--- src/design/fdbd_pkg.sv ---
// Package for the four-digit blinking display: transaction types, codes and helpers.
package fdbd_pkg;

    localparam int NUM_DIGITS = 4;

    // operation codes
    localparam logic [2:0] OP_SET_NUMBER  = 3'd0;
    localparam logic [2:0] OP_START_BLINK = 3'd1;
    localparam logic [2:0] OP_STOP_BLINK  = 3'd2;
    localparam logic [2:0] OP_CLEAR_BLINK = 3'd3;
    localparam logic [2:0] OP_TICK        = 3'd4;

    localparam logic [15:0] BLINK_RESET_MS = 16'd500;
    localparam logic [15:0] ELAPSED_MAX    = 16'hFFFF;
    localparam logic [13:0] DISPLAY_MOD    = 14'd10000;
    localparam logic [13:0] WEIGHT_1000    = 14'd1000;
    localparam logic [13:0] WEIGHT_100     = 14'd100;
    localparam logic [13:0] WEIGHT_10      = 14'd10;

    typedef struct packed {
        logic [2:0]  operation;
        logic [13:0] value;
        logic [1:0]  digit_index;
        logic [15:0] interval_ms;
    } t_in_item;

    typedef struct packed {
        logic [6:0] segments_0;
        logic [6:0] segments_1;
        logic [6:0] segments_2;
        logic [6:0] segments_3;
        logic [3:0] blinking_digits;
    } t_out_item;

    // input transaction after the first split step
    typedef struct packed {
        logic [2:0]  operation;
        logic [3:0]  thousands;
        logic [9:0]  rem_1000;
        logic [1:0]  digit_index;
        logic [15:0] interval_ms;
    } t_dec_item;

    // decimal digit of v at a constant weight, v < 10 * weight
    function automatic logic [3:0] dec_digit(input logic [13:0] v, input logic [13:0] w);
        logic [3:0] cnt;
        cnt = 4'd0;
        for (int k = 1; k <= 9; k++) begin
            if (v >= 14'(k) * w) begin
                cnt = 4'(k);
            end
        end
        return cnt;
    endfunction

    // segment pattern, bit0 = a .. bit6 = g
    function automatic logic [6:0] seg_pattern(input logic [3:0] d);
        logic [6:0] pat;
        case (d)
            4'd0:    pat = 7'h3F;
            4'd1:    pat = 7'h06;
            4'd2:    pat = 7'h5B;
            4'd3:    pat = 7'h4F;
            4'd4:    pat = 7'h66;
            4'd5:    pat = 7'h6D;
            4'd6:    pat = 7'h7D;
            4'd7:    pat = 7'h07;
            4'd8:    pat = 7'h7F;
            4'd9:    pat = 7'h6F;
            default: pat = 7'h00;
        endcase
        return pat;
    endfunction

endpackage

--- src/design/fdbd_core.sv ---
// Display state and per-transaction update: digits, blink mask, visibility, timers.
module fdbd_core (
    input  logic                i_clk,
    input  logic                i_rst_n,
    input  logic                i_en,
    input  fdbd_pkg::t_dec_item i_item,
    output fdbd_pkg::t_out_item o_result
);

    logic [3:0]  r_digit [fdbd_pkg::NUM_DIGITS];
    logic [3:0]  r_blink_en;
    logic [3:0]  r_visible;
    logic [15:0] r_interval [fdbd_pkg::NUM_DIGITS];
    logic [15:0] r_elapsed [fdbd_pkg::NUM_DIGITS];

    logic [3:0]  n_digit [fdbd_pkg::NUM_DIGITS];
    logic [3:0]  n_blink_en;
    logic [3:0]  n_visible;
    logic [15:0] n_interval [fdbd_pkg::NUM_DIGITS];
    logic [15:0] n_elapsed [fdbd_pkg::NUM_DIGITS];

    logic [3:0]  w_hundreds;
    logic [6:0]  w_rem_100;
    logic [3:0]  w_tens;
    logic [3:0]  w_ones;
    logic [6:0]  w_seg [fdbd_pkg::NUM_DIGITS];

    // remaining digits from the value below 1000
    assign w_hundreds = fdbd_pkg::dec_digit({4'd0, i_item.rem_1000}, fdbd_pkg::WEIGHT_100);
    assign w_rem_100  = 7'({4'd0, i_item.rem_1000}
                           - 14'(w_hundreds) * fdbd_pkg::WEIGHT_100);
    assign w_tens     = fdbd_pkg::dec_digit({7'd0, w_rem_100}, fdbd_pkg::WEIGHT_10);
    assign w_ones     = 4'({7'd0, w_rem_100} - 14'(w_tens) * fdbd_pkg::WEIGHT_10);

    always_comb begin
        logic [15:0] inc;
        for (int i = 0; i < fdbd_pkg::NUM_DIGITS; i++) begin
            n_digit[i]    = r_digit[i];
            n_interval[i] = r_interval[i];
            n_elapsed[i]  = r_elapsed[i];
        end
        n_blink_en = r_blink_en;
        n_visible  = r_visible;
        inc        = '0;
        case (i_item.operation)
            fdbd_pkg::OP_SET_NUMBER: begin
                n_digit[0] = i_item.thousands;
                n_digit[1] = w_hundreds;
                n_digit[2] = w_tens;
                n_digit[3] = w_ones;
            end
            fdbd_pkg::OP_START_BLINK: begin
                n_blink_en[i_item.digit_index] = 1'b1;
                n_interval[i_item.digit_index] = i_item.interval_ms;
                n_elapsed[i_item.digit_index]  = '0;
            end
            fdbd_pkg::OP_STOP_BLINK: begin
                n_blink_en[i_item.digit_index] = 1'b0;
                n_visible[i_item.digit_index]  = 1'b1;
            end
            fdbd_pkg::OP_CLEAR_BLINK: begin
                n_blink_en = '0;
                n_visible  = '1;
            end
            fdbd_pkg::OP_TICK: begin
                // every timer advances up to its top; a blinking digit at its interval toggles
                for (int i = 0; i < fdbd_pkg::NUM_DIGITS; i++) begin
                    inc = (r_elapsed[i] == fdbd_pkg::ELAPSED_MAX) ? r_elapsed[i]
                                                                  : r_elapsed[i] + 16'd1;
                    n_elapsed[i] = inc;
                    if (r_blink_en[i] && (inc >= r_interval[i])) begin
                        n_elapsed[i] = '0;
                        n_visible[i] = ~r_visible[i];
                    end
                end
            end
            default: ;
        endcase
    end

    always_comb begin
        for (int i = 0; i < fdbd_pkg::NUM_DIGITS; i++) begin
            w_seg[i] = (n_blink_en[i] && !n_visible[i]) ? 7'd0
                                                       : fdbd_pkg::seg_pattern(n_digit[i]);
        end
    end

    assign o_result.segments_0      = w_seg[0];
    assign o_result.segments_1      = w_seg[1];
    assign o_result.segments_2      = w_seg[2];
    assign o_result.segments_3      = w_seg[3];
    assign o_result.blinking_digits = n_blink_en;

    always_ff @(posedge i_clk) begin
        if (!i_rst_n) begin
            for (int i = 0; i < fdbd_pkg::NUM_DIGITS; i++) begin
                r_digit[i]    <= '0;
                r_interval[i] <= fdbd_pkg::BLINK_RESET_MS;
                r_elapsed[i]  <= '0;
            end
            r_blink_en <= '0;
            r_visible  <= '1;
        end else if (i_en) begin
            for (int i = 0; i < fdbd_pkg::NUM_DIGITS; i++) begin
                r_digit[i]    <= n_digit[i];
                r_interval[i] <= n_interval[i];
                r_elapsed[i]  <= n_elapsed[i];
            end
            r_blink_en <= n_blink_en;
            r_visible  <= n_visible;
        end
    end

endmodule

--- src/design/four_digit_blinking_display_top.sv ---
// Top level of the four-digit blinking seven-segment display.
// Path: input register, then result register.
// Throughput: one transaction per cycle unless output stalls; each input yields one result.
// Reset: synchronous, active low; digits zero, no blinking, all visible, intervals 500 ms.
// Reset empties both pipeline registers, so the input is not stalled when reset ends.
module four_digit_blinking_display_top (
    input  logic                i_clk,
    input  logic                i_rst_n,
    // input channel
    input  logic                i_in_valid,
    output logic                o_in_stall,
    input  fdbd_pkg::t_in_item  i_in_data,
    // result channel
    output logic                o_out_valid,
    input  logic                i_out_stall,
    output fdbd_pkg::t_out_item o_out_data
);

    // stage 1: input register, holds the value already reduced mod 10000
    // and split into its thousands digit plus the remainder below 1000
    logic                r_in_valid;
    fdbd_pkg::t_dec_item r_in;
    fdbd_pkg::t_dec_item n_in;

    // stage 2: result register
    logic                r_out_valid;
    fdbd_pkg::t_out_item r_out;

    logic                w_adv;      // result register can take a new transaction
    logic                w_fire;     // stage 1 transaction moves into the state/result
    logic                w_in_acc;   // input transaction accepted this edge
    logic [13:0]         w_mod;
    logic [3:0]          w_th;
    fdbd_pkg::t_out_item w_result;

    assign w_adv      = !r_out_valid || !i_out_stall;
    assign w_fire     = r_in_valid && w_adv;
    // stall only when stage 1 is full and the result cannot leave
    assign o_in_stall = r_in_valid && !w_adv;
    assign w_in_acc   = i_in_valid && !o_in_stall;

    // values above 9999 wrap once (input stays below twice the modulus)
    assign w_mod = (i_in_data.value >= fdbd_pkg::DISPLAY_MOD)
                 ? i_in_data.value - fdbd_pkg::DISPLAY_MOD
                 : i_in_data.value;
    assign w_th  = fdbd_pkg::dec_digit(w_mod, fdbd_pkg::WEIGHT_1000);

    always_comb begin
        n_in.operation   = i_in_data.operation;
        n_in.thousands   = w_th;
        n_in.rem_1000    = 10'(w_mod - 14'(w_th) * fdbd_pkg::WEIGHT_1000);
        n_in.digit_index = i_in_data.digit_index;
        n_in.interval_ms = i_in_data.interval_ms;
    end

    always_ff @(posedge i_clk) begin
        if (!i_rst_n) begin
            r_in_valid <= 1'b0;
        end else if (w_in_acc) begin
            r_in_valid <= 1'b1;
        end else if (w_fire) begin
            r_in_valid <= 1'b0;
        end
    end

    always_ff @(posedge i_clk) begin
        if (w_in_acc) begin
            r_in <= n_in;
        end
    end

    // state update happens exactly when the transaction enters the result register
    fdbd_core u_core (
        .i_clk    (i_clk),
        .i_rst_n  (i_rst_n),
        .i_en     (w_fire),
        .i_item   (r_in),
        .o_result (w_result)
    );

    always_ff @(posedge i_clk) begin
        if (!i_rst_n) begin
            r_out_valid <= 1'b0;
        end else if (w_adv) begin
            r_out_valid <= r_in_valid;
        end
    end

    always_ff @(posedge i_clk) begin
        if (w_fire) begin
            r_out <= w_result;
        end
    end

    assign o_out_valid = r_out_valid;
    assign o_out_data  = r_out;

endmodule

--- config.mk ---
export PLATFORM = sky130hd
export DESIGN_NAME = four_digit_blinking_display_top
export DESIGN_NICKNAME = d
export VERILOG_FILES = /design/src/design/fdbd_pkg.sv /design/src/design/fdbd_core.sv /design/src/design/four_digit_blinking_display_top.sv
export SDC_FILE = /design/constraint.sdc
export NUM_CORES = 1
export LEC_CHECK = 0
export BUFFER_PORTS_ARGS = -buffer_cell sky130_fd_sc_hd__buf_2
export CAP_MARGIN = 25
export CELL_PAD_IN_SITES_DETAIL_PLACEMENT = 0
export CELL_PAD_IN_SITES_GLOBAL_PLACEMENT = 1
export CORE_ASPECT_RATIO = 0.7
export CORE_MARGIN = 2
export CORE_UTILIZATION = 53
export DETAILED_ROUTE_END_ITERATION = 10
export PLACE_DENSITY_LB_ADDON = 0.1
export SETUP_SLACK_MARGIN = 0.4
export SYNTH_ARGS = -nofsm -noshare
export SYNTH_HDL_FRONTEND = slang
export SYNTH_SLANG_ARGS = --single-unit
--- constraint.sdc ---
create_clock -name i_clk -period 20.7 [get_ports i_clk]
set_input_delay 4.14 -clock i_clk [delete_from_list [all_inputs] [get_ports i_clk]]
set_output_delay 4.14 -clock i_clk [all_outputs]
set_load 0.01 [all_outputs]
==> flow_summary.yaml, run 1 <==
status:
  status: "complete, no violations"
cts:
  htree_levels: 1
  clock_latency_ns: 0.53
  cts_resized: 0
  clock-sinks: 221
  cts_root_buf: "clkbuf_16"
  post-cts-setup-buffer-count: 0
  path_clk_slew_ns: 0.06
  cts_hold_buf: 0
  clockBufferDepth: 3
  cts_buffers: 24
  cts_tree: "yes"
cells_and_area:
  final_util_pct: 59.3
  regArea_mm2: 0.00654
  layout_commonest_cell: "nand2_1"
  num_antenna_cells: 0
  area_delta_synth_final_pct: 10.0
  multi_input_comb_area_mm2: 0.00780
  final_nets: 1818
  drive_gt1_share_pct: 10.1
  layout_common_cells: "234 x nand2_1, 211 x edfxtp_1, 149 x nor2_1"
  fillers: 2496
synthesis:
  synthTopCellsByArea: "edfxtp_1 42%, ha_1 9.4%, nand2_1 5.9%"
  synth_seq_cells: 221
  synth_cell_types: 79
  synthCells: 1618
  ys_warn_count: 0
  ys_seq_area_share_pct: 43.6
  synth_edf_count: 211
  syn_area_per_cell_um2: 9.26
  syn-cell-area_mm2: 0.0150
  yosysTopAreaCellShare_pct: 42.3
  synth_nets: 1777
  yosys.area.top_type: "edfxtp_1"
  ys_async_sr_fraction_pct: 0
  synth_top_flop_cell: "edfxtp_1"
grt:
  grt_pass1_vias: 10900
  grt.overflow.total: 0
  antenna_found_initial: 0
  grt_usage_pct: 24.6
  grt_max_degree: 65
  grt_pass1_wl_mm: 57.9
pwr:
  power_frac_clock_pct: 24.6
  p_leak_nw: 6.85
  p_sw_w: 0.000655
  power_density_mw_per_mm2: 107
  netSwitchingFraction_pct: 37.0
  seqPwrFrac_pct: 33.3
  combPwrFrac_pct: 42.1
  peakVddDrop_uv: 99.4
  internal-power_w: 0.00112
drt:
  vias: 11900
  vias_per_cell: 5.82
  drt_first_pass_iters: 5
  drt_iter0_drc: 825
  ant_nets: 0
  drt-wirelength-per-cell_um: 17.6
  drt_wl_total_mm: 36.0
  route.detailed.drc: 0
sta:
  tns_ns: 0
  grt_setup_unrepaired: "no"
  slew_violations: 0
  fin_crit_sh_pct: 46.6
  tightest_slew_ns: 0.996
  setup_viol: 0
  min_period_ns: 9.65
  fmaxAchievable_ghz: 0.104
  clock_skew_ns: 0.00963
  slew_headroom_pct: 33.3
  hold_viol_final: 0
floorplan:
  die_x_um: 205
  core_mm2: 0.0278
  rows: 51
  io_pins: 73
  fp.dieArea_mm2: 0.0297
  die_y_um: 145
  start_util_pct: 53.9
critical_path:
  cp-end-kind: "flop"
  arrival_ns: 9.90
  crit_type: "input port to flop"
  worstPathRequired_ns: 20.95
  cp-start-kind: "input port"
  cp_max_fo: 15
job:
  cap_viol_max_count: 0
hold_path:
  hold_class: "flop to flop"
placement:
  gp_congestion: 0.848
  detailed_place_hpwl_mm: 25.5
  port_buffers: 72
==> logic make-up after synthesis <==
logic type	after synthesis	synth area share (%)
AO/OA/AOI/OAI	403	17.2
XOR/XNOR	64	3.86
adder cells (fa/ha/maj)	121	10.4
buffers and inverters	181	4.63
flip-flops	221	43.6
multiplexers	19	1.39
AND/OR/NAND/NOR	609	18.9
==> flip-flops by register name, indices dropped and copies added, names as in the netlist <==
register,cells
r_in,35
u_core.r_digit,16
u_core.r_interval,64
o_out_data,32
u_core.r_visible,4
u_core.r_elapsed,64
o_out_valid,1
r_in_valid,1
u_core.r_blink_en,4
==> power groups by stage <==
stage          logic [W]  clock network (W)  registers [W]
6_report        0.000745           0.000436       0.000590
5_1_grt         0.000840           0.000460       0.000595
4_1_cts         0.000745           0.000444       0.000589
3_5_place_dp    0.000740                  0       0.000598
3_3_place_gp    0.000735                  0       0.000597
2_1_floorplan   0.000616                  0       0.000584
==> cell usage after synthesis (10+ instances only) <==
cell type	n
nor3_1	33
a22oi_1	37
a21o_1	31
nand4_1	19
o21a_1	20
xor2_1	21
nand3_1	38
a21oi_1	138
nor2b_1	20
inv_1	107
edfxtp_1	211
o211ai_1	31
a31oi_1	20
nand2_1	236
ha_1	113
o21ai_0	62
clkbuf_1	60
dfxtp_1	10
xnor2_1	42
nor2_1	149
and2_1	15
nand2b_1	17
mux2i_1	15
and3_1	26
or3_1	11
or2_2	18
==> per-layer routing <==
metal  GRT usage (%)  wire, µm  vias up  part of all wire [%]
met5               0         0        -                     0
met4            5.30       680        0                   1.9
met3            3.34      1950       42                   5.4
met2            35.5     14700      303                    41
met1            39.0     18700     5656                    52
li1                -         -     5912                     -
==> worst paths after layout <==
path                  from             to  slack (ns)  depth (start not counted)
max reg2reg       r_in[24]  o_out_data[7]       14.91                         20
min             r_in_valid    o_out_valid        0.54                          2
max          i_in_data[21]       r_in[27]       11.05                         21
min reg2reg     r_in_valid    o_out_valid        0.54                          2
==> final cells by class <==
type / instances / area share, %
multi-input combinational: 1216 / 47.3
sequential: 221 / 39.6
clock buffer: 31 / 4.05
timing repair buffer: 88 / 3.01
tap: 371 / 2.81
inverter: 108 / 2.46
clock inverter: 13 / 0.736
==> through the flow <==
| stage | power [W] | worst slack (ns) | hold slack, ns | std cells | area, µm² |
|---|---|---|---|---|---|
| after floorplan | 0.00120 | 11.03 | 0.486 | 1618 | 15000 |
| after global placement | 0.00133 | 10.61 | 0.517 | 2001 | 15700 |
| after detailed placement | 0.00134 | 10.55 | 0.526 | 2003 | 15700 |
| after CTS | 0.00178 | 11.09 | 0.532 | 2047 | 16500 |
| after global routing | 0.00190 | 10.60 | 0.579 | 2048 | 16500 |
| final | 0.00177 | 11.05 | 0.543 | 2048 | 16500 |
==> critical path, cell delays in order <==
cell	delay (ns)
buf_2	0.13
nor4_1	0.64
a21oi_1	0.18
o21ai_1	0.27
and2_1	0.51
nand2_1	0.16
o22ai_1	0.51
nand2_1	0.18
or3_1	0.34
a21oi_1	0.36
ha_1	0.33
fa_1	0.54
inv_1	0.07
fa_1	0.48
ha_1	0.35
inv_1	0.07
o21bai_1	0.07
a21oi_1	0.18
xnor2_1	0.15
xnor2_1	0.16
xnor2_1	0.09
(Power assumes the default switching activity.)
==> run 2, diff against run 1 <==
--- a/config.mk
+++ b/config.mk
@@ -11,7 +11,7 @@
 export CELL_PAD_IN_SITES_GLOBAL_PLACEMENT = 1
 export CORE_ASPECT_RATIO = 0.7
 export CORE_MARGIN = 2
-export CORE_UTILIZATION = 53
+export CORE_UTILIZATION = 44
 export DETAILED_ROUTE_END_ITERATION = 10
 export PLACE_DENSITY_LB_ADDON = 0.1
 export SETUP_SLACK_MARGIN = 0.4
==> constraint.sdc (replaced) <==
create_clock -name i_clk -period 8.4 [get_ports i_clk]
set_input_delay 1.68 -clock i_clk [delete_from_list [all_inputs] [get_ports i_clk]]
set_output_delay 1.68 -clock i_clk [all_outputs]
set_load 0.01 [all_outputs]
==> run 2 against run 1 <==
  * Wire length rose by 6.8%
  * Clock skew grew 0.015 ns
  * Final cell count grew 3.5%
  * Register-to-register slack worse by 12 ns
  * Clock power rose to 2.9 times the previous value
==> flow_summary.yaml, run 2 (same netlist as run 1, synthesis figures left out) <==
drt:
  drt_wl_total_mm: 38.5
  drt_first_pass_iters: 5
  ant_nets: 0
  drt_iter0_drc: 1061
  route.detailed.drc: 0
  drt-wirelength-per-cell_um: 18.2
  vias: 11800
  vias_per_cell: 5.59
critical_path:
  cp-start-kind: "input port"
  path_cells: "buf_2 > inv_1 > ha_1 > or3b_1 > a21oi_1 > o21ai_1 > and2_1 > mux2i_1 > o22ai_1 > nand2_1 > or3_1 > a21oi_1 > ha_1 > fa_1 > inv_1 > fa_1 > ha_1 > inv_1 > o21bai_1 > a21oi_1 > xnor2_1 > xnor2_1 > xnor2_1"
  cp-end-kind: "flop"
  crit_type: "input port to flop"
  cp_max_fo: 10
  reg2reg_to: "o_out_data[7]"
  arrival_ns: 7.39
  reg2reg_depth: 20
  ff2ff_setup_slack_ns: 2.59
  critPathSlowestCell: "fa_1"
  worstPathRequired_ns: 8.66
  slowest_delay_ns: 0.54
  r2r-start: "r_in[24]"
cts:
  cts_tree: "yes"
  clock_latency_ns: 0.56
  cts_root_buf: "clkbuf_16"
  clock-sinks: 221
  clockBufferDepth: 3
  cts_buffers: 26
  htree_levels: 1
  path_clk_slew_ns: 0.06
  cts_resized: 0
  cts_hold_buf: 0
  post-cts-setup-buffer-count: 0
sta:
  clock_skew_ns: 0.0250
  min_period_ns: 7.13
  hold_viol_final: 0
  whs_ns: 0.543
  tightest_slew_ns: 0.945
  slew_violations: 0
  setup_viol: 0
  slew_headroom_pct: 36.8
  grt_setup_unrepaired: "no"
  fin_crit_sh_pct: 84.9
  fmaxAchievable_ghz: 0.140
  tns_ns: 0
placement:
  detailed_place_hpwl_mm: 27.4
  gp_congestion: 0.844
  port_buffers: 72
  post_dp_cell_area_mm2: 0.0158
floorplan:
  rows: 56
  die_y_um: 158
  fp.dieArea_mm2: 0.0356
  core_mm2: 0.0335
  start_util_pct: 44.8
  io_pins: 73
  die_x_um: 225
pwr:
  power_density_mw_per_mm2: 274
  p_sw_w: 0.00166
  p_leak_nw: 6.95
  seqPwrFrac_pct: 31.8
  peakVddDrop_uv: 327
  combPwrFrac_pct: 40.7
  power_w: 0.00459
  internal-power_w: 0.00293
  netSwitchingFraction_pct: 36.2
  power_frac_clock_pct: 27.5
cells_and_area:
  fillers: 3171
  stdcell_area_mm2: 0.0168
  drive_gt1_share_pct: 10.3
  layout_commonest_cell: "nand2_1"
  final_nets: 1823
  top_regs: "u_core.r_elapsed (64), u_core.r_interval (64), r_in (35)"
  layout_common_cells: "234 x nand2_1, 211 x edfxtp_1, 149 x nor2_1"
  area_delta_synth_final_pct: 11.8
hold_path:
  hold_class: "flop to flop"
  min_to: "o_out_valid"
  min_from: "r_in_valid"
  min_path_cells: 2
grt:
  grt_usage_pct: 21.6
  grt_pass1_vias: 10800
  antenna_found_initial: 1
  grt.overflow.total: 0
  grt_pass1_wl_mm: 60.7
  grt_max_degree: 65
status:
  status: "complete, no violations"
job:
  cap_viol_max_count: 0
==> run 2: cell types whose count changed in the layout (fill, tap and decap cells not counted), sizes merged <==
cell	change
buf	+3
clkinvlp	-2
diode	+1
bufinv	+5
==> run 2: final cells by class <==
cell class	instances	area, µm²	share of cell area [%]
antenna	1	2.50	0.0149
multi-input combinational	1216	7800	46.6
sequential	221	6540	39.0
clock inverter	16	250	1.49
tap	435	544	3.25
timing repair buffer	91	523	3.12
clock buffer	31	691	4.12
inverter	108	405	2.42
==> run 2: power by group through the flow <==
stage | Combinational, W | Clock (W) | Sequential [W]
final | 0.00187 | 0.00127 | 0.00146
after global routing | 0.00210 | 0.00133 | 0.00147
after CTS | 0.00187 | 0.00130 | 0.00146
after detailed placement | 0.00186 | 0 | 0.00148
after global placement | 0.00184 | 0 | 0.00148
after floorplan | 0.00152 | 0 | 0.00144
==> run 2: worst max-delay path by stage <==
stage	slack, ns	start	to
2_1_floorplan	1.19	i_out_stall	u_core.r_elapsed[0][0]
3_3_place_gp	0.81	i_in_data[22]	r_in[27]
3_5_place_dp	0.78	i_in_data[22]	r_in[27]
4_1_cts	1.32	i_in_data[22]	r_in[27]
5_1_grt	0.87	i_in_data[22]	r_in[27]
6_report	1.27	i_in_data[22]	r_in[27]
==> run 2: worst max-delay path, delay by kind of cell <==
family                     cells  cell delay [ns]
buffers and inverters          4             0.44
muxes                          1             0.15
AOI/OAI and AO/OA              6             1.42
and+or+nand+nor                4             1.29
xor gates and xnor gates       3             0.38
adders and majority gates      5             2.01
==> run 2: stage by stage <==
stage          setup WS, ns  cells  utilization, %
3_3_place_gp          0.808   2069            47.1
3_5_place_dp          0.778   2071            47.2
5_1_grt               0.868   2119            50.0
6_report               1.27   2119            50.0
4_1_cts                1.32   2118            50.0
2_1_floorplan          1.19   1618               -
==> run 2: routing by layer <==
metal	part of all wire (%)	global-route usage (%)
met1	53	35.0
met2	40	30.2
met3	4.9	2.77
met4	2.1	4.76
met5	0	0
